===== config.mk =====
export PLATFORM = sky130hd
export DESIGN_NAME = wildcard_pattern_matcher_unit
export DESIGN_NICKNAME = d
export VERILOG_FILES = /design/src/hdl/wpm_pkg.sv /design/src/hdl/wpm_front.sv /design/src/hdl/wpm_engine.sv /design/src/hdl/wildcard_pattern_matcher_unit.sv
export SDC_FILE = /design/constraint.sdc
export NUM_CORES = 1
export LEC_CHECK = 0
export BUFFER_PORTS_ARGS = -buffer_cell sky130_fd_sc_hd__buf_4
export CORE_ASPECT_RATIO = 0.9
export CORE_MARGIN = 2
export CORE_UTILIZATION = 30
export CTS_CLUSTER_SIZE = 24
export DETAILED_ROUTE_END_ITERATION = 10
export PLACE_DENSITY = 0.5
export SETUP_SLACK_MARGIN = 0.02
export SYNTH_ARGS = -nofsm -noshare
export SYNTH_HDL_FRONTEND = slang
export SYNTH_SLANG_ARGS = --single-unit

===== constraint.sdc =====
create_clock -name clock -period 8.34 [get_ports clock]
set_input_delay 1.251 -clock clock [delete_from_list [all_inputs] [get_ports clock]]
set_output_delay 1.251 -clock clock [all_outputs]
set_load 0.005 [all_outputs]

===== src/hdl/wpm_pkg.sv =====
// shared types, constants and byte helpers for the wildcard pattern matcher
package wpm_pkg;

   localparam int DEFAULT_PATTERN_DEPTH = 64;
   localparam int QUEUE_DEPTH           = 2;

   localparam logic [7:0] CH_STAR  = 8'h2A;
   localparam logic [7:0] CH_QUEST = 8'h3F;
   localparam logic [7:0] CH_ESC   = 8'h5C;

   localparam logic [1:0] ACT_APPEND  = 2'd0;
   localparam logic [1:0] ACT_SUBJECT = 2'd1;
   localparam logic [1:0] ACT_END     = 2'd2;
   localparam logic [1:0] ACT_CLEAR   = 2'd3;

   typedef enum logic [1:0] {
      OP_APPEND,
      OP_SUBJECT,
      OP_END,
      OP_CLEAR
   } op_type;

   typedef struct packed {
      op_type     op;
      logic [7:0] data;
   } item_type;

   typedef enum logic [2:0] {
      ST_IDLE,
      ST_SUB_C,
      ST_SUB_STAR,
      ST_SUB_TGT,
      ST_SUB_LIT,
      ST_WALK_C,
      ST_WALK_STAR
   } state_type;

   function automatic logic [7:0] fold_byte(input logic [7:0] b, input logic fold);
      logic [7:0] r;
      r = b;
      if (fold && b >= 8'h41 && b <= 8'h5A) begin
         r = b + 8'h20;
      end
      return r;
   endfunction

   function automatic logic same_byte(input logic [7:0] a, input logic [7:0] b,
                                      input logic fold);
      return fold_byte(a, fold) == fold_byte(b, fold);
   endfunction

endpackage


===== src/hdl/wpm_front.sv =====
// front end: accepts beats, decodes the action and queues the items
module wpm_front
   import wpm_pkg::*;
(
   input  logic       clock,
   input  logic       reset,
   input  logic       req_tvalid,
   output logic       req_tready,
   input  logic [7:0] req_tdata,   // [7:0] data_byte
   input  logic [1:0] req_tuser,   // [1:0] action
   output logic       q_valid,
   output item_type   q_item,
   input  logic       q_pop
);

   localparam int QAW = (QUEUE_DEPTH > 1) ? $clog2(QUEUE_DEPTH) : 1;
   localparam int QCW = $clog2(QUEUE_DEPTH + 1);
   localparam logic [QAW-1:0] QLAST = QAW'(QUEUE_DEPTH - 1);
   localparam logic [QCW-1:0] QFULL = QCW'(QUEUE_DEPTH);

   item_type       entry_ff [QUEUE_DEPTH];
   logic [QAW-1:0] wr_ptr_ff, wr_ptr_in;
   logic [QAW-1:0] rd_ptr_ff, rd_ptr_in;
   logic [QCW-1:0] count_ff, count_in;
   item_type       push_item;
   logic           push;

   always_comb begin
      push_item.data = req_tdata;
      unique case (req_tuser)
         ACT_APPEND:  push_item.op = OP_APPEND;
         ACT_SUBJECT: push_item.op = OP_SUBJECT;
         ACT_END:     push_item.op = OP_END;
         ACT_CLEAR:   push_item.op = OP_CLEAR;
         default:     push_item.op = OP_CLEAR;
      endcase
   end

   assign req_tready = (count_ff != QFULL);
   assign push       = req_tvalid && req_tready;
   assign q_valid    = (count_ff != '0);
   assign q_item     = entry_ff[rd_ptr_ff];

   always_comb begin
      wr_ptr_in = wr_ptr_ff;
      rd_ptr_in = rd_ptr_ff;
      count_in  = count_ff;
      if (push) begin
         wr_ptr_in = (wr_ptr_ff == QLAST) ? '0 : wr_ptr_ff + 1'b1;
      end
      if (q_pop) begin
         rd_ptr_in = (rd_ptr_ff == QLAST) ? '0 : rd_ptr_ff + 1'b1;
      end
      if (push && !q_pop) begin
         count_in = count_ff + 1'b1;
      end else if (!push && q_pop) begin
         count_in = count_ff - 1'b1;
      end
   end

   always_ff @(posedge clock) begin
      if (reset) begin
         wr_ptr_ff <= '0;
         rd_ptr_ff <= '0;
         count_ff  <= '0;
      end else begin
         wr_ptr_ff <= wr_ptr_in;
         rd_ptr_ff <= rd_ptr_in;
         count_ff  <= count_in;
      end
   end

   always_ff @(posedge clock) begin
      if (push) begin
         entry_ff[wr_ptr_ff] <= push_item;
      end
   end

endmodule


===== src/hdl/wpm_engine.sv =====
// back end: pattern store, matching sequencer and result register
module wpm_engine
   import wpm_pkg::*;
#(
   parameter int PATTERN_DEPTH = DEFAULT_PATTERN_DEPTH
)
(
   input  logic       clock,
   input  logic       reset,
   input  logic       csr_we,
   input  logic       csr_wdata,
   input  logic       q_valid,
   input  item_type   q_item,
   output logic       q_pop,
   output logic       rsp_tvalid,
   input  logic       rsp_tready,
   output logic [7:0] rsp_tdata    // [0] matched, [1] pattern_overflow, [7:2] zero
);

   localparam int AW = $clog2(PATTERN_DEPTH);
   localparam int CW = $clog2(PATTERN_DEPTH + 1);
   localparam logic [CW-1:0] DEPTH_C = CW'(PATTERN_DEPTH);

   state_type      state_ff, state_in;
   logic [CW-1:0]  len_ff, len_in;
   logic [CW-1:0]  pos_ff, pos_in;
   logic [CW-1:0]  ptr_ff, ptr_in;
   logic           star_ff, star_in;
   logic [7:0]     tgt_ff, tgt_in;
   logic           rest_ff, rest_in;
   logic           fail_ff, fail_in;
   logic           ovf_ff, ovf_in;
   logic           fold_ff;
   logic [7:0]     byte_ff, byte_in;
   logic           rsp_valid_ff, rsp_valid_in;
   logic           match_ff, match_in;
   logic           rsp_ovf_ff, rsp_ovf_in;

   logic [7:0]     mem [PATTERN_DEPTH];
   logic [7:0]     rd_data_ff;
   logic           rd_en;
   logic [CW-1:0]  rd_ptr;
   logic           wr_en;

   logic           can_pop;
   logic           rd_star, rd_esc, rd_quest;
   logic [CW-1:0]  ptr_p1;
   logic           ptr_p1_lt;
   logic           sub_hit;
   logic           idle_hit;
   logic           pos_lt;
   logic [CW-1:0]  walk_start;
   logic           walk_start_lt;
   logic [CW:0]    walk_nxt;
   logic           walk_nxt_lt;

   assign can_pop   = q_valid && (q_item.op != OP_END || !rsp_valid_ff);
   assign rd_star   = (rd_data_ff == CH_STAR);
   assign rd_esc    = (rd_data_ff == CH_ESC);
   assign rd_quest  = (rd_data_ff == CH_QUEST);
   assign ptr_p1    = ptr_ff + 1'b1;
   assign ptr_p1_lt = (ptr_p1 < len_ff);
   assign sub_hit   = same_byte(rd_data_ff, byte_ff, fold_ff);
   assign idle_hit  = same_byte(tgt_ff, q_item.data, fold_ff);
   assign pos_lt    = (pos_ff < len_ff);
   // a pending star at end of subject eats its target
   assign walk_start    = pos_ff + CW'(star_ff);
   assign walk_start_lt = (walk_start < len_ff);
   assign walk_nxt      = {1'b0, ptr_ff} + (rd_esc ? (CW+1)'(2) : (CW+1)'(1));
   assign walk_nxt_lt   = (walk_nxt < {1'b0, len_ff});

   // next state
   always_comb begin
      state_in = state_ff;
      unique case (state_ff)
         ST_IDLE: begin
            if (can_pop) begin
               if (q_item.op == OP_SUBJECT && !fail_ff && !rest_ff && !star_ff && pos_lt) begin
                  state_in = ST_SUB_C;
               end else if (q_item.op == OP_END && !fail_ff && !rest_ff && walk_start_lt) begin
                  state_in = ST_WALK_C;
               end
            end
         end
         ST_SUB_C: begin
            if (rd_star && ptr_p1_lt) begin
               state_in = ST_SUB_STAR;
            end else if (rd_esc && ptr_p1_lt) begin
               state_in = ST_SUB_LIT;
            end else begin
               state_in = ST_IDLE;
            end
         end
         ST_SUB_STAR: begin
            state_in = (rd_esc && ptr_p1_lt) ? ST_SUB_TGT : ST_IDLE;
         end
         ST_SUB_TGT: state_in = ST_IDLE;
         ST_SUB_LIT: state_in = ST_IDLE;
         ST_WALK_C: begin
            state_in = (rd_star && ptr_p1_lt) ? ST_WALK_STAR : ST_IDLE;
         end
         ST_WALK_STAR: begin
            state_in = walk_nxt_lt ? ST_WALK_C : ST_IDLE;
         end
         default: state_in = ST_IDLE;
      endcase
   end

   // datapath and strobes
   always_comb begin
      len_in       = len_ff;
      pos_in       = pos_ff;
      ptr_in       = ptr_ff;
      star_in      = star_ff;
      tgt_in       = tgt_ff;
      rest_in      = rest_ff;
      fail_in      = fail_ff;
      ovf_in       = ovf_ff;
      byte_in      = byte_ff;
      rsp_valid_in = rsp_valid_ff && !rsp_tready;
      match_in     = match_ff;
      rsp_ovf_in   = rsp_ovf_ff;
      q_pop        = 1'b0;
      rd_en        = 1'b0;
      rd_ptr       = ptr_ff;
      wr_en        = 1'b0;

      unique case (state_ff)
         ST_IDLE: begin
            if (can_pop) begin
               q_pop = 1'b1;
               unique case (q_item.op)
                  OP_APPEND: begin
                     if (len_ff < DEPTH_C) begin
                        wr_en  = 1'b1;
                        len_in = len_ff + 1'b1;
                     end else begin
                        ovf_in = 1'b1;
                     end
                  end
                  OP_CLEAR: begin
                     len_in  = '0;
                     ovf_in  = 1'b0;
                     pos_in  = '0;
                     star_in = 1'b0;
                     tgt_in  = '0;
                     rest_in = 1'b0;
                     fail_in = 1'b0;
                  end
                  OP_SUBJECT: begin
                     byte_in = q_item.data;
                     if (!fail_ff && !rest_ff) begin
                        if (star_ff) begin
                           if (idle_hit) begin
                              star_in = 1'b0;
                              pos_in  = pos_ff + 1'b1;
                           end
                        end else if (!pos_lt) begin
                           fail_in = 1'b1;
                        end else begin
                           rd_en  = 1'b1;
                           rd_ptr = pos_ff;
                           ptr_in = pos_ff;
                        end
                     end
                  end
                  OP_END: begin
                     if (fail_ff || rest_ff || !walk_start_lt) begin
                        rsp_valid_in = 1'b1;
                        match_in     = !fail_ff;
                        rsp_ovf_in   = ovf_ff;
                        pos_in       = '0;
                        star_in      = 1'b0;
                        tgt_in       = '0;
                        rest_in      = 1'b0;
                        fail_in      = 1'b0;
                     end else begin
                        rd_en  = 1'b1;
                        rd_ptr = walk_start;
                        ptr_in = walk_start;
                     end
                  end
                  default: ;
               endcase
            end
         end
         ST_SUB_C: begin
            if (rd_star) begin
               if (ptr_p1_lt) begin
                  rd_en  = 1'b1;
                  rd_ptr = ptr_p1;
                  ptr_in = ptr_p1;
               end else begin
                  rest_in = 1'b1;
                  pos_in  = ptr_p1;
               end
            end else if (rd_quest) begin
               pos_in = ptr_p1;
            end else if (rd_esc) begin
               if (ptr_p1_lt) begin
                  rd_en  = 1'b1;
                  rd_ptr = ptr_p1;
                  ptr_in = ptr_p1;
               end else begin
                  fail_in = 1'b1;
               end
            end else if (sub_hit) begin
               pos_in = ptr_p1;
            end else begin
               fail_in = 1'b1;
            end
         end
         ST_SUB_STAR, ST_SUB_TGT: begin
            if (state_ff == ST_SUB_STAR && rd_esc) begin
               if (ptr_p1_lt) begin
                  rd_en  = 1'b1;
                  rd_ptr = ptr_p1;
                  ptr_in = ptr_p1;
               end else begin
                  rest_in = 1'b1;
                  pos_in  = ptr_p1;
               end
            end else begin
               // star target is always literal
               tgt_in = rd_data_ff;
               if (sub_hit) begin
                  pos_in = ptr_p1;
               end else begin
                  star_in = 1'b1;
                  pos_in  = ptr_ff;
               end
            end
         end
         ST_SUB_LIT: begin
            if (sub_hit) begin
               pos_in = ptr_p1;
            end else begin
               fail_in = 1'b1;
            end
         end
         ST_WALK_C, ST_WALK_STAR: begin
            if (state_ff == ST_WALK_C && rd_star && ptr_p1_lt) begin
               rd_en  = 1'b1;
               rd_ptr = ptr_p1;
               ptr_in = ptr_p1;
            end else if (state_ff == ST_WALK_STAR && walk_nxt_lt) begin
               rd_en  = 1'b1;
               rd_ptr = walk_nxt[CW-1:0];
               ptr_in = walk_nxt[CW-1:0];
            end else begin
               rsp_valid_in = 1'b1;
               if (state_ff == ST_WALK_STAR || rd_star) begin
                  match_in = 1'b1;
               end else begin
                  // lone trailing backslash still matches
                  match_in = rd_esc && !ptr_p1_lt;
               end
               rsp_ovf_in = ovf_ff;
               pos_in     = '0;
               star_in    = 1'b0;
               tgt_in     = '0;
               rest_in    = 1'b0;
               fail_in    = 1'b0;
            end
         end
         default: ;
      endcase
   end

   always_ff @(posedge clock) begin
      if (reset) begin
         state_ff     <= ST_IDLE;
         len_ff       <= '0;
         pos_ff       <= '0;
         star_ff      <= 1'b0;
         tgt_ff       <= '0;
         rest_ff      <= 1'b0;
         fail_ff      <= 1'b0;
         ovf_ff       <= 1'b0;
         fold_ff      <= 1'b0;
         rsp_valid_ff <= 1'b0;
      end else begin
         state_ff     <= state_in;
         len_ff       <= len_in;
         pos_ff       <= pos_in;
         star_ff      <= star_in;
         tgt_ff       <= tgt_in;
         rest_ff      <= rest_in;
         fail_ff      <= fail_in;
         ovf_ff       <= ovf_in;
         rsp_valid_ff <= rsp_valid_in;
         if (csr_we) begin
            fold_ff <= csr_wdata;
         end
      end
   end

   always_ff @(posedge clock) begin
      ptr_ff     <= ptr_in;
      byte_ff    <= byte_in;
      match_ff   <= match_in;
      rsp_ovf_ff <= rsp_ovf_in;
   end

   // pattern store, one write and one registered read per cycle
   always_ff @(posedge clock) begin
      if (wr_en) begin
         mem[len_ff[AW-1:0]] <= q_item.data;
      end
      if (rd_en) begin
         rd_data_ff <= mem[rd_ptr[AW-1:0]];
      end
   end

   assign rsp_tvalid = rsp_valid_ff;
   assign rsp_tdata  = {6'b0, rsp_ovf_ff, match_ff};

`ifndef NO_ASSERTIONS
   a_len_bound: assert property (@(posedge clock) disable iff (reset)
      len_ff <= DEPTH_C)
      else $error("pattern length beyond store depth");

   a_no_end_over_result: assert property (@(posedge clock) disable iff (reset)
      q_pop |-> (q_item.op != OP_END || !rsp_valid_ff))
      else $error("end of subject taken while result pending");

   a_star_exclusive: assert property (@(posedge clock) disable iff (reset)
      star_ff |-> (!rest_ff && !fail_ff))
      else $error("star pending together with accept or fail");

   a_restart_after_result: assert property (@(posedge clock) disable iff (reset)
      $rose(rsp_valid_ff) |-> (pos_ff == '0 && !star_ff && !fail_ff && !rest_ff))
      else $error("matching state not restarted after result");

   a_walk_in_range: assert property (@(posedge clock) disable iff (reset)
      (state_ff != ST_IDLE) |-> (ptr_ff < len_ff))
      else $error("store read outside written pattern");
`endif

endmodule


===== src/hdl/wildcard_pattern_matcher_unit.sv =====
// top level of the wildcard pattern matcher
//
//  channel   ports                          contents
//  request   req_tvalid/tready/tdata/tuser  tdata[7:0] data_byte, tuser[1:0] action
//  response  rsp_tvalid/tready/tdata        tdata[0] matched, tdata[1] pattern_overflow
//  control   csr_we/csr_wdata               case_fold
//
// append and clear are taken in the idle state; a subject byte is matched through
// registered reads of the pattern store (escape and star lookups each add one read)
// end of subject answers from idle, or walks trailing stars through ST_WALK_C and ST_WALK_STAR
// a two-beat queue decouples the request side from the sequencer
// a pending response only blocks the next end-of-subject beat
// synchronous reset clears control state; the pattern store needs no clearing pass
module wildcard_pattern_matcher_unit
   import wpm_pkg::*;
#(
   parameter int PATTERN_DEPTH = DEFAULT_PATTERN_DEPTH
)
(
   input  logic       clock,
   input  logic       reset,
   input  logic       csr_we,
   input  logic       csr_wdata,     // case_fold
   input  logic       req_tvalid,
   output logic       req_tready,
   input  logic [7:0] req_tdata,     // [7:0] data_byte
   input  logic [1:0] req_tuser,     // [1:0] action
   output logic       rsp_tvalid,
   input  logic       rsp_tready,
   output logic [7:0] rsp_tdata      // [0] matched, [1] pattern_overflow, [7:2] zero
);

   logic     q_valid;
   item_type q_item;
   logic     q_pop;

   wpm_front u_front (
      .clock      (clock),
      .reset      (reset),
      .req_tvalid (req_tvalid),
      .req_tready (req_tready),
      .req_tdata  (req_tdata),
      .req_tuser  (req_tuser),
      .q_valid    (q_valid),
      .q_item     (q_item),
      .q_pop      (q_pop)
   );

   wpm_engine #(
      .PATTERN_DEPTH (PATTERN_DEPTH)
   ) u_engine (
      .clock      (clock),
      .reset      (reset),
      .csr_we     (csr_we),
      .csr_wdata  (csr_wdata),
      .q_valid    (q_valid),
      .q_item     (q_item),
      .q_pop      (q_pop),
      .rsp_tvalid (rsp_tvalid),
      .rsp_tready (rsp_tready),
      .rsp_tdata  (rsp_tdata)
   );

endmodule

==> flow_summary_export.csv, run 1 <==
group,metric,value,unit
timing,period_needed,7.34,ns
clocking,insertion_delay_to_the_later_sink_of_the_worst_skew_pair,0.65,ns
place,preCtsSetupSlack,1.14,ns
timing,tightest_slew,1.19,ns
synth,synth_enable_flop_cells,551,
synth,netlist_top_cells_count,"edfxtp_1 (551), nand2_1 (214), mux2i_1 (206)",
place,dp_hpwl,47800,microns
global_routing,grt_first_pass_wirelength,111000,microns
global_routing,gr-usage-all-layers,16.0,%
die,fp.coreArea,87900,sq um
global_routing,grt_overflow,0,
global_routing,antenna_found_initial,0,
timing,final_hold_viol_count,0,
synth,ys_async_sr_fraction,0,%
route,route.vias.total,17000,
clocking,cts.sinks,593,
cells_and_area,n_antenna_cell,0,
die,die_area,91400,sq um
synth,syn-cell-area,26700,sq um
die,dieHeight,287,microns
synth,post_synth_top_area_share,62.0,%
synth,largest_family_of_logic_cells_by_synthesized_area,"simple AND/OR/NAND/NOR gates",
cells_and_area,layout.filler_cells,8558,
synth,postSynthCellCount,2050,
timing,final.setup.worst_slack,0.999,ns
critical_path,worst_setup_path_type,"flop to flop",
synth,synthSimpleGateAreaFrac,10.4,%
pwr,static-leakage-power,9.63,nW
status,outcome,"finished clean",
timing,fmaxAchievable,136,MHz
synth,syn-mean-instance-area,13.0,sq um
critical_path,crit_path_max_incr_delay,0.58,ns
synth,synth.yosys.warnings,0,
cells_and_area,drive_above_1_share,9.71,%
route,drc,0,
synth,synth_ff_type,"edfxtp_1",
timing,rsz0062_at_grt,"false",
timing,final.hold.worst_slack,0.464,ns
die,boundaryPins,26,
cells_and_area,finish.net_count,2107,
synth,post-synth-top-count-cell,"edfxtp_1",
critical_path,crit_path_slowest_cell,"or4b_4",
synth,synth-compound-area-share,8.89,%
synth,synth-xor-area-share,1.69,%
min_path,min_path_type,"flop to flop",
synth,muxShareOfSynthArea,9.12,%
cells_and_area,syn2layout_area_growth,12.3,%
route,route.antenna.remaining_nets,0,
timing,setup_violations,0,
place,gp_weighted_congestion,0.871,
route,drt-initial-drc-count,1927,
pwr,worst_ir_drop_vdd,0.195,mV
die,die_width,318,microns
critical_path,crit_chain,"or4b_4, nor2_1, inv_1, ha_1, ha_1, a21oi_1, nor2_1, xor2_1, ha_1, a21o_1, a2111oi_0, o21a_1, and2_1, a311o_1, o31ai_1, and3_4, inv_2, buf_4, nor2_1, a222oi_1, mux2i_1, a211o_1, a311o_1",
critical_path,cp_max_fo,32,
global_routing,grt_start_max_net_pins,69,
synth,ys_types,78,
synth,fraction_of_the_mapped_netlist_area_in_adder_cells,1.87,%
timing,timing.clock.skew,0.0332,ns
die,row_count,103,
clocking,cts-buffers-inserted,60,
synth,synth.yosys.seq_area_share,65.1,%
critical_path,critPathRequiredTime,8.71,ns
timing,setup-tns-final,0,ns
critical_path,setup.worst_path.start_class,"flop",
clocking,cts_setup_buffers,0,
cells_and_area,footprint_of_the_multi_input_gates,8570,sq um
route,finalWirelength,74700,microns
flow_run,cap_viol_max_count,0,
route,drt-wirelength-per-cell,23.0,microns
clocking,root_buffer,"clkbuf_16",
die,initial_core_util,30.4,%
clocking,htree_num_levels,2,
critical_path,r2r_slack,1.0,ns
clocking,clk_pin_slew,0.06,ns
critical_path,cp_data_arrival_time,7.71,ns
critical_path,endpoint_kind,"flop",
synth,netlist_top_cells_area,"edfxtp_1 (62%), mux2i_1 (7.7%), dfxtp_1 (3.1%)",
synth,synth-seq-cells,593,
place,portBuffers,19,
timing,maxSlewHeadroom,20.0,%
route,drt_pass1_iterations,8,
clocking,cts-resized-gates,0,
clocking,cts_hold_buf,0,
clocking,cts_tree,"built",
timing,slew_violations,0,
route,routed_via_density,5.23,
cells_and_area,final-seq-area,17400,sq um
global_routing,via_count_of_the_first_global_routing_pass,16700,
timing,layout_worst_path_cycle_share,88.0,%
clocking,clock_path_buffers,3,
synth,synth_top_cell_by_area,"edfxtp_1",
pwr,power_density,372,nW/um^2
## path summary, 6_finish.rpt
check,start,endpoint,cells after the start
setup / recovery,u_engine.rd_data_ff[5],u_engine.rd_data_ff[0],23
hold / removal,u_engine.ovf_ff,u_engine.rsp_ovf_ff,0
setup reg to reg,u_engine.rd_data_ff[5],u_engine.rd_data_ff[0],23
hold reg to reg,u_engine.ovf_ff,u_engine.rsp_ovf_ff,0
## cells in the final DEF (no fill, tap or decap), types with 10 or more instances in the layout
master and n:
nand3_1 101, nand2b_1 11, o21ai_0 68, a211o_1 15, nor2b_1 11, clkinv_1 11, buf_4 52, mux2_2 33
mux2i_1 206, o22ai_1 20, inv_1 26, xor2_1 16, dfxtp_1 42, clkinv_2 17, edfxtp_1 551, a221oi_1 11
xnor2_1 33, nand4_1 14, o221ai_1 32, nor2_1 189, and3_1 10, clkbuf_16 60, ha_1 40, a21oi_1 88
nand2_1 214, a211oi_1 16, nor3_1 34
## registers in the layout (all words and copies together), names as in the netlist, 3 cells and up, named ones only
register,count
u_engine.mem,512
u_front.entry_ff,20
u_engine.byte_ff,8
u_engine.rd_data_ff,8
u_engine.tgt_ff,8
u_engine.len_ff,7
u_engine.pos_ff,7
u_engine.ptr_ff,7
u_engine.state_ff,3
## power by group
group / internal, W / switching [W]
clock network: 0.00161 / 0.00117
registers: 0.00358 / 0.000147
logic: 0.00156 / 0.00308
total: 0.00675 / 0.00440
## metal layers
metal | global-route usage [%] | vias up | wire length, microns
met5 | 0 | - | 0
met2 | 25.0 | 633 | 33300
met3 | 2.91 | 104 | 5380
met4 | 3.83 | 0 | 1480
met1 | 23.2 | 8534 | 34500
li1 | - | 7764 | -
## final cells by class
cell class	instances	area share, %
repair buffers	54	1.44
flip-flops and latches	593	58.0
well taps	1155	4.82
inverters	33	0.413
multi-input cells	1309	28.6
clock inverters	44	1.64
clock buffers	67	5.13
## kinds of logic (layout without fill, tap and decap cells)
family,after synthesis,after routing
AND/OR/NAND/NOR,623,623
flip-flops,593,593
AO/OA/AOI/OAI,351,351
multiplexers,239,239
buffers and inverters,153,198
XOR/XNOR,50,50
adder cells (fa/ha/maj),40,40
other,1,6
## per-stage QoR
stage          instances  utilization (%)  area [sq um]  power [W]
6_report            3255             34.1         30000     0.0111
5_1_grt             3255             34.1         30000     0.0117
4_1_cts             3255             34.1         30000     0.0112
3_5_place_dp        3144             31.8         28000    0.00840
3_3_place_gp        3144             31.8         28000    0.00838
2_1_floorplan       2055                -         26700    0.00692
## critical path, delay by kind of cell (launching register included)
family / cells / cell delay (ns)
compound gates: 9 / 2.53
simple gates: 6 / 1.78
buf+inv: 3 / 1.12
fa+ha+maj: 3 / 0.75
flops: 1 / 0.54
xor+xnor: 1 / 0.16
mux: 1 / 0.13
Power figures use the tool's default switching activity.
==> run 2, diff against run 1 <==
- PLACE_DENSITY: 0.5 -> 0.53
==> flow_summary_export.csv, run 2 (synthesized netlist as in run 1, its figures left out) <==
group,metric,value,unit
global_routing,via_count_of_the_first_global_routing_pass,16800,
timing,slew_violations,0,
cells_and_area,layout.cells.most_common,"edfxtp_1",
die,die_area,91400,sq um
global_routing,gr-usage-all-layers,16.0,%
critical_path,worstPathBufferInverterCount,2,
critical_path,endpoint_kind,"flop",
cells_and_area,layout.filler_cells,8608,
place,portBuffers,19,
pwr,power_density,374,nW/um^2
global_routing,gr-max-usage-layer,"met2",
clocking,clock_path_buffers,3,
critical_path,path_delay_family,"compound AO/OA/AOI/OAI gates",
cells_and_area,footprint_of_the_multi_input_gates,8570,sq um
timing,setup_violations,0,
timing,period_needed,7.66,ns
place,gp_weighted_congestion,0.907,
cells_and_area,final-seq-area,17400,sq um
pwr,switching_share,39.3,%
route,drc,0,
pwr,comb_power_share,41.7,%
route,route.antenna.remaining_nets,0,
pwr,static-leakage-power,9.66,nW
timing,maxSlewHeadroom,12.4,%
critical_path,setup.worst_path.start_class,"flop",
pwr,worst_ir_drop_vdd,0.274,mV
global_routing,grt_overflow,0,
timing,final_hold_viol_count,0,
clocking,cts_tree,"built",
global_routing,use_met3,2.56,%
route,drt-wirelength-per-cell,22.8,microns
cells_and_area,finish.net_count,2107,
global_routing,antenna_found_initial,2,
die,boundaryPins,26,
timing,final.hold.worst_slack,0.476,ns
critical_path,crit_chain,"or4b_4, nor2_1, inv_1, ha_1, ha_1, a21oi_1, nor2_1, xor2_1, ha_1, a21o_1, a2111oi_0, o21a_1, nand2_2, o2111a_1, o31ai_1, and3_4, buf_4, mux2i_1, o221ai_1, o21ai_0, nor3_1, a311o_1",
pwr,power.switching,0.00442,W
clocking,clk_pin_slew,0.06,ns
die,initial_core_util,30.4,%
route,drt-initial-drc-count,1821,
min_path,min_path_type,"flop to flop",
critical_path,critPathRequiredTime,8.83,ns
global_routing,global_route.usage.met1,22.8,%
global_routing,global_route_met2_usage,25.2,%
route,drt_pass1_iterations,6,
route,route.vias.total,17100,
clocking,htree_num_levels,2,
flow_run,cap_viol_max_count,0,
critical_path,cp_max_fo,35,
clocking,cts-buffers-inserted,61,
status,outcome,"finished clean",
critical_path,crit_path_frequent_cell,"ha_1",
cells_and_area,syn2layout_area_growth,12.7,%
timing,rsz0062_at_grt,"false",
timing,layout_worst_path_cycle_share,91.8,%
critical_path,crit_path_max_incr_delay,0.66,ns
die,die_width,318,microns
die,fp.coreArea,87900,sq um
clocking,cts_setup_buffers,0,
critical_path,worst_setup_path_type,"flop to flop",
pwr,clkPwrFrac,25.3,%
critical_path,cp_data_arrival_time,8.14,ns
cells_and_area,drive_above_1_share,9.51,%
timing,fmaxAchievable,131,MHz
pwr,p_total,0.0113,W
clocking,cts-resized-gates,0,
cells_and_area,layout_common_cells,"edfxtp_1 (551), nand2_1 (214), mux2i_1 (206)",
pwr,seqPwrFrac,33.0,%
timing,setup-tns-final,0,ns
global_routing,grt_first_pass_wirelength,111000,microns
die,dieHeight,287,microns
route,finalWirelength,74400,microns
pwr,p_int,0.00684,W
clocking,root_buffer,"clkbuf_16",
clocking,insertion_delay_to_the_later_sink_of_the_worst_skew_pair,0.66,ns
route,routed_via_density,5.26,
timing,timing.clock.skew,0.0423,ns
global_routing,grt_start_max_net_pins,69,
critical_path,crit_path_slowest_cell,"and3_4",
clocking,cts_hold_buf,0,
place,dp_hpwl,47800,microns
cells_and_area,largest_register_ffs,512,
timing,tightest_slew,1.30,ns
clocking,cts.sinks,593,
die,row_count,103,
[run 2: layout make-up]
class	instances	area share (%)
flip-flops and latches	593	57.8
repair buffers	53	1.49
diodes	1	0.00832
well taps	1155	4.80
clock inverters	42	1.65
clock buffers	73	5.33
inverters	33	0.412
multi-input cells	1309	28.5
[run 2: stage by stage]
stage	cell area [sq um]	utilization [%]	setup slack, ns	cells
floorplan	26700	-	2.38	2055
global placement	28000	31.8	0.895	3143
detailed placement	28000	31.8	0.825	3143
CTS	30100	34.2	0.793	3258
global route	30100	34.2	0.291	3258
finish	30100	34.2	0.684	3259
[run 2: power groups by stage]
stage	Sequential [W]	Combinational (W)	Clock, W
6_report	0.00371	0.00469	0.00285
5_1_grt	0.00372	0.00505	0.00303
4_1_cts	0.00371	0.00468	0.00291
3_5_place_dp	0.00377	0.00466	0
3_3_place_gp	0.00377	0.00464	0
2_1_floorplan	0.00369	0.00324	0
[run 2: layer usage]
metal  up-vias  share of wire, %
li1       7777                 -
met1      8636                46
met2       591                45
met3       121               6.5
met4         2               2.7
met5         -             0.012
[run 2: path summary, 6_finish.rpt]
check / to / slack (ns) / start / depth (start not counted)
worst max-delay path: u_engine.rd_data_ff[5] / 0.68 / u_engine.rd_data_ff[0] / 22
worst min-delay path: u_engine.rsp_ovf_ff / 0.48 / u_engine.ovf_ff / 0
worst max register to register: u_engine.rd_data_ff[5] / 0.68 / u_engine.rd_data_ff[0] / 22
worst min register to register: u_engine.rsp_ovf_ff / 0.48 / u_engine.ovf_ff / 0
[run 2: worst register-to-register path, cell delays in order (launching register included)]
cell and delay [ns]:
edfxtp_1 0.50, or4b_4 0.62, nor2_1 0.30, inv_1 0.29, ha_1 0.32, ha_1 0.20, a21oi_1 0.49, nor2_1 0.11
xor2_1 0.17, ha_1 0.21, a21o_1 0.17, a2111oi_0 0.39, o21a_1 0.23, nand2_2 0.16, o2111a_1 0.28, o31ai_1 0.27
and3_4 0.66, buf_4 0.58, mux2i_1 0.17, o221ai_1 0.36, o21ai_0 0.17, nor3_1 0.59, a311o_1 0.23
==> run 3, diff against run 2 <==
- REMOVE_ABC_BUFFERS: not set -> 1
==> flow_summary_export.csv, run 3 (synthesized netlist as in run 1, its figures left out) <==
group,metric,value,unit
critical_path,worst_reg2reg_path_length_in_cells,23,
route,route.vias.total,17100,
timing,rsz0062_at_grt,"false",
die,boundaryPins,26,
min_path,min_path_type,"flop to flop",
route,routed-wl-met2,34500,microns
cells_and_area,drive_above_1_share,9.47,%
clocking,cts.sinks,593,
clocking,insertion_delay_to_the_later_sink_of_the_worst_skew_pair,0.62,ns
cells_and_area,finish.net_count,2114,
clocking,cts_setup_buffers,0,
clocking,cts-resized-gates,0,
die,row_count,103,
route,routed-wl-met3,4990,microns
critical_path,cp_data_arrival_time,8.13,ns
timing,layout_worst_path_cycle_share,91.7,%
timing,timing.clock.skew,0.0256,ns
die,die_width,318,microns
cells_and_area,largest_register_ffs,512,
critical_path,r2r_slack,0.69,ns
route,met1_length,33400,microns
timing,tightest_slew,1.04,ns
status,outcome,"finished clean",
cells_and_area,fin_cells,3266,
clocking,root_buffer,"clkbuf_16",
timing,maxSlewHeadroom,30.2,%
clocking,cts_tree,"built",
timing,slew_violations,0,
flow_run,cap_viol_max_count,0,
critical_path,worst_setup_path_type,"flop to flop",
place,portBuffers,19,
cells_and_area,syn2layout_area_growth,12.9,%
place,dpl-instance-area,28000,sq um
critical_path,worst_r2r_endpoint,"u_engine.rd_data_ff[3]",
clocking,cts-buffers-inserted,66,
die,initial_core_util,30.4,%
die,die_area,91400,sq um
clocking,cts_hold_buf,0,
global_routing,grt_overflow,0,
clocking,clk_pin_slew,0.06,ns
critical_path,critical_path.reg2reg.startpoint,"u_engine.rd_data_ff[0]",
cells_and_area,finalInstanceArea,30200,sq um
global_routing,antenna_found_initial,1,
place,gp_weighted_congestion,0.901,
cells_and_area,layout.filler_cells,8628,
route,routed_via_density,5.24,
critical_path,cp_max_fo,73,
critical_path,setup.worst_path.start_class,"flop",
pwr,power_density,374,nW/um^2
timing,final.hold.worst_slack,0.469,ns
min_path,min_from,"u_engine.ovf_ff",
clocking,clock_path_buffers,3,
route,drt-initial-drc-count,1527,
min_path,timing.hold.worst_endpoint,"u_engine.rsp_ovf_ff",
route,route.antenna.remaining_nets,0,
route,drt-wirelength-per-cell,22.7,microns
cells_and_area,layout_common_cells,"edfxtp_1 (551), nand2_1 (214), mux2i_1 (206)",
cells_and_area,n_antenna_cell,0,
global_routing,grt_first_pass_wirelength,110000,microns
route,finalWirelength,74200,microns
route,maxUsedRoutingLayer,"met4",
cells_and_area,layout.cells.most_common,"edfxtp_1",
timing,fmaxAchievable,131,MHz
global_routing,gr-usage-all-layers,16.0,%
route,drc,0,
pwr,static-leakage-power,9.69,nW
clocking,htree_num_levels,3,
critical_path,endpoint_kind,"flop",
timing,period_needed,7.65,ns
die,dieHeight,287,microns
place,placed_cells,3145,
timing,final_hold_viol_count,0,
die,fp.coreArea,87900,sq um
place,dp_hpwl,46900,microns
global_routing,grt_start_max_net_pins,74,
critical_path,critPathRequiredTime,8.83,ns
pwr,worst_ir_drop_vdd,0.291,mV
cells_and_area,final_core_util,34.3,%
timing,setup_violations,0,
global_routing,via_count_of_the_first_global_routing_pass,16800,
route,drt_pass1_iterations,6,
min_path,min_delay_path_depth,0,
-- run 3: changes by cell type in the layout (fill, tap and decap cells not counted), moves of 2 or more --
cell / change
clkinv_2: -7
clkbuf_16: +6
clkinv_1: +4
inv_6: +2
bufinv_16: -4
clkbuf_1: +4
clkbuf_8: +2
-- run 3: worst max path at each step --
| stage | from | end | cells after the start |
|---|---|---|---|
| 2_1_floorplan | u_engine.rd_data_ff[0] | u_engine.rd_data_ff[0] | 22 |
| 3_3_place_gp | u_engine.rd_data_ff[0] | u_engine.rd_data_ff[3] | 23 |
| 3_5_place_dp | u_engine.rd_data_ff[1] | u_engine.rd_data_ff[2] | 23 |
| 4_1_cts | u_engine.rd_data_ff[1] | u_engine.rd_data_ff[2] | 23 |
| 5_1_grt | u_engine.rd_data_ff[0] | u_engine.rd_data_ff[2] | 23 |
| 6_report | u_engine.rd_data_ff[0] | u_engine.rd_data_ff[3] | 23 |
-- run 3: report_power, final --
part	leakage, nW	internal, W	total (W)	switching (W)
sequential	5.30	0.00358	0.00372	0.000141
clock	1.05	0.00171	0.00292	0.00120
combinational	3.35	0.00157	0.00464	0.00307
total	9.69	0.00687	0.0113	0.00441
-- run 3: cell type report --
cell class	count	area, sq um	share of cell area (%)
Clock buffer	85	1800	5.95
Clock inverter	36	353	1.17
Inverter	33	124	0.411
Multi-Input combinational cell	1309	8570	28.4
Sequential cell	593	17400	57.7
Tap cell	1155	1450	4.79
Timing Repair Buffer	55	475	1.58
-- run 3: per-stage QoR --
| stage | worst slack, ns | TNS [ns] | power (W) |
|---|---|---|---|
| 3_3_place_gp | 0.828 | 0 | 0.00836 |
| 5_1_grt | 0.0348 | 0 | 0.0118 |
| 3_5_place_dp | 0.767 | 0 | 0.00841 |
| 2_1_floorplan | -6.83 | -60.04 | 0.00712 |
| 6_report | 0.694 | 0 | 0.0113 |
| 4_1_cts | 0.754 | 0 | 0.0113 |
-- run 3: worst max-delay path, cell delays in order (launching register included) --
cell and delay (ns):
edfxtp_1 0.50, or4b_4 0.60, nor2_1 0.35, inv_1 0.33, ha_1 0.33, ha_1 0.21, a21oi_1 0.31, nor2_1 0.10
xor2_1 0.16, ha_1 0.21, a21o_1 0.17, a2111oi_0 0.39, o21a_1 0.23, nand2_2 0.16, o2111a_1 0.29, o31ai_1 0.29
and3_4 0.56, buf_12 0.44, buf_12 0.33, mux2i_1 0.12, o221ai_1 0.25, o21ai_0 0.14, nor3_1 0.79, a311o_1 0.20
-- run 3: routing by layer --
layer	vias to the layer above	global-route usage [%]
li1	7791	-
met1	8641	22.3
met2	599	25.6
met3	84	2.87
met4	0	4.25
met5	-	0
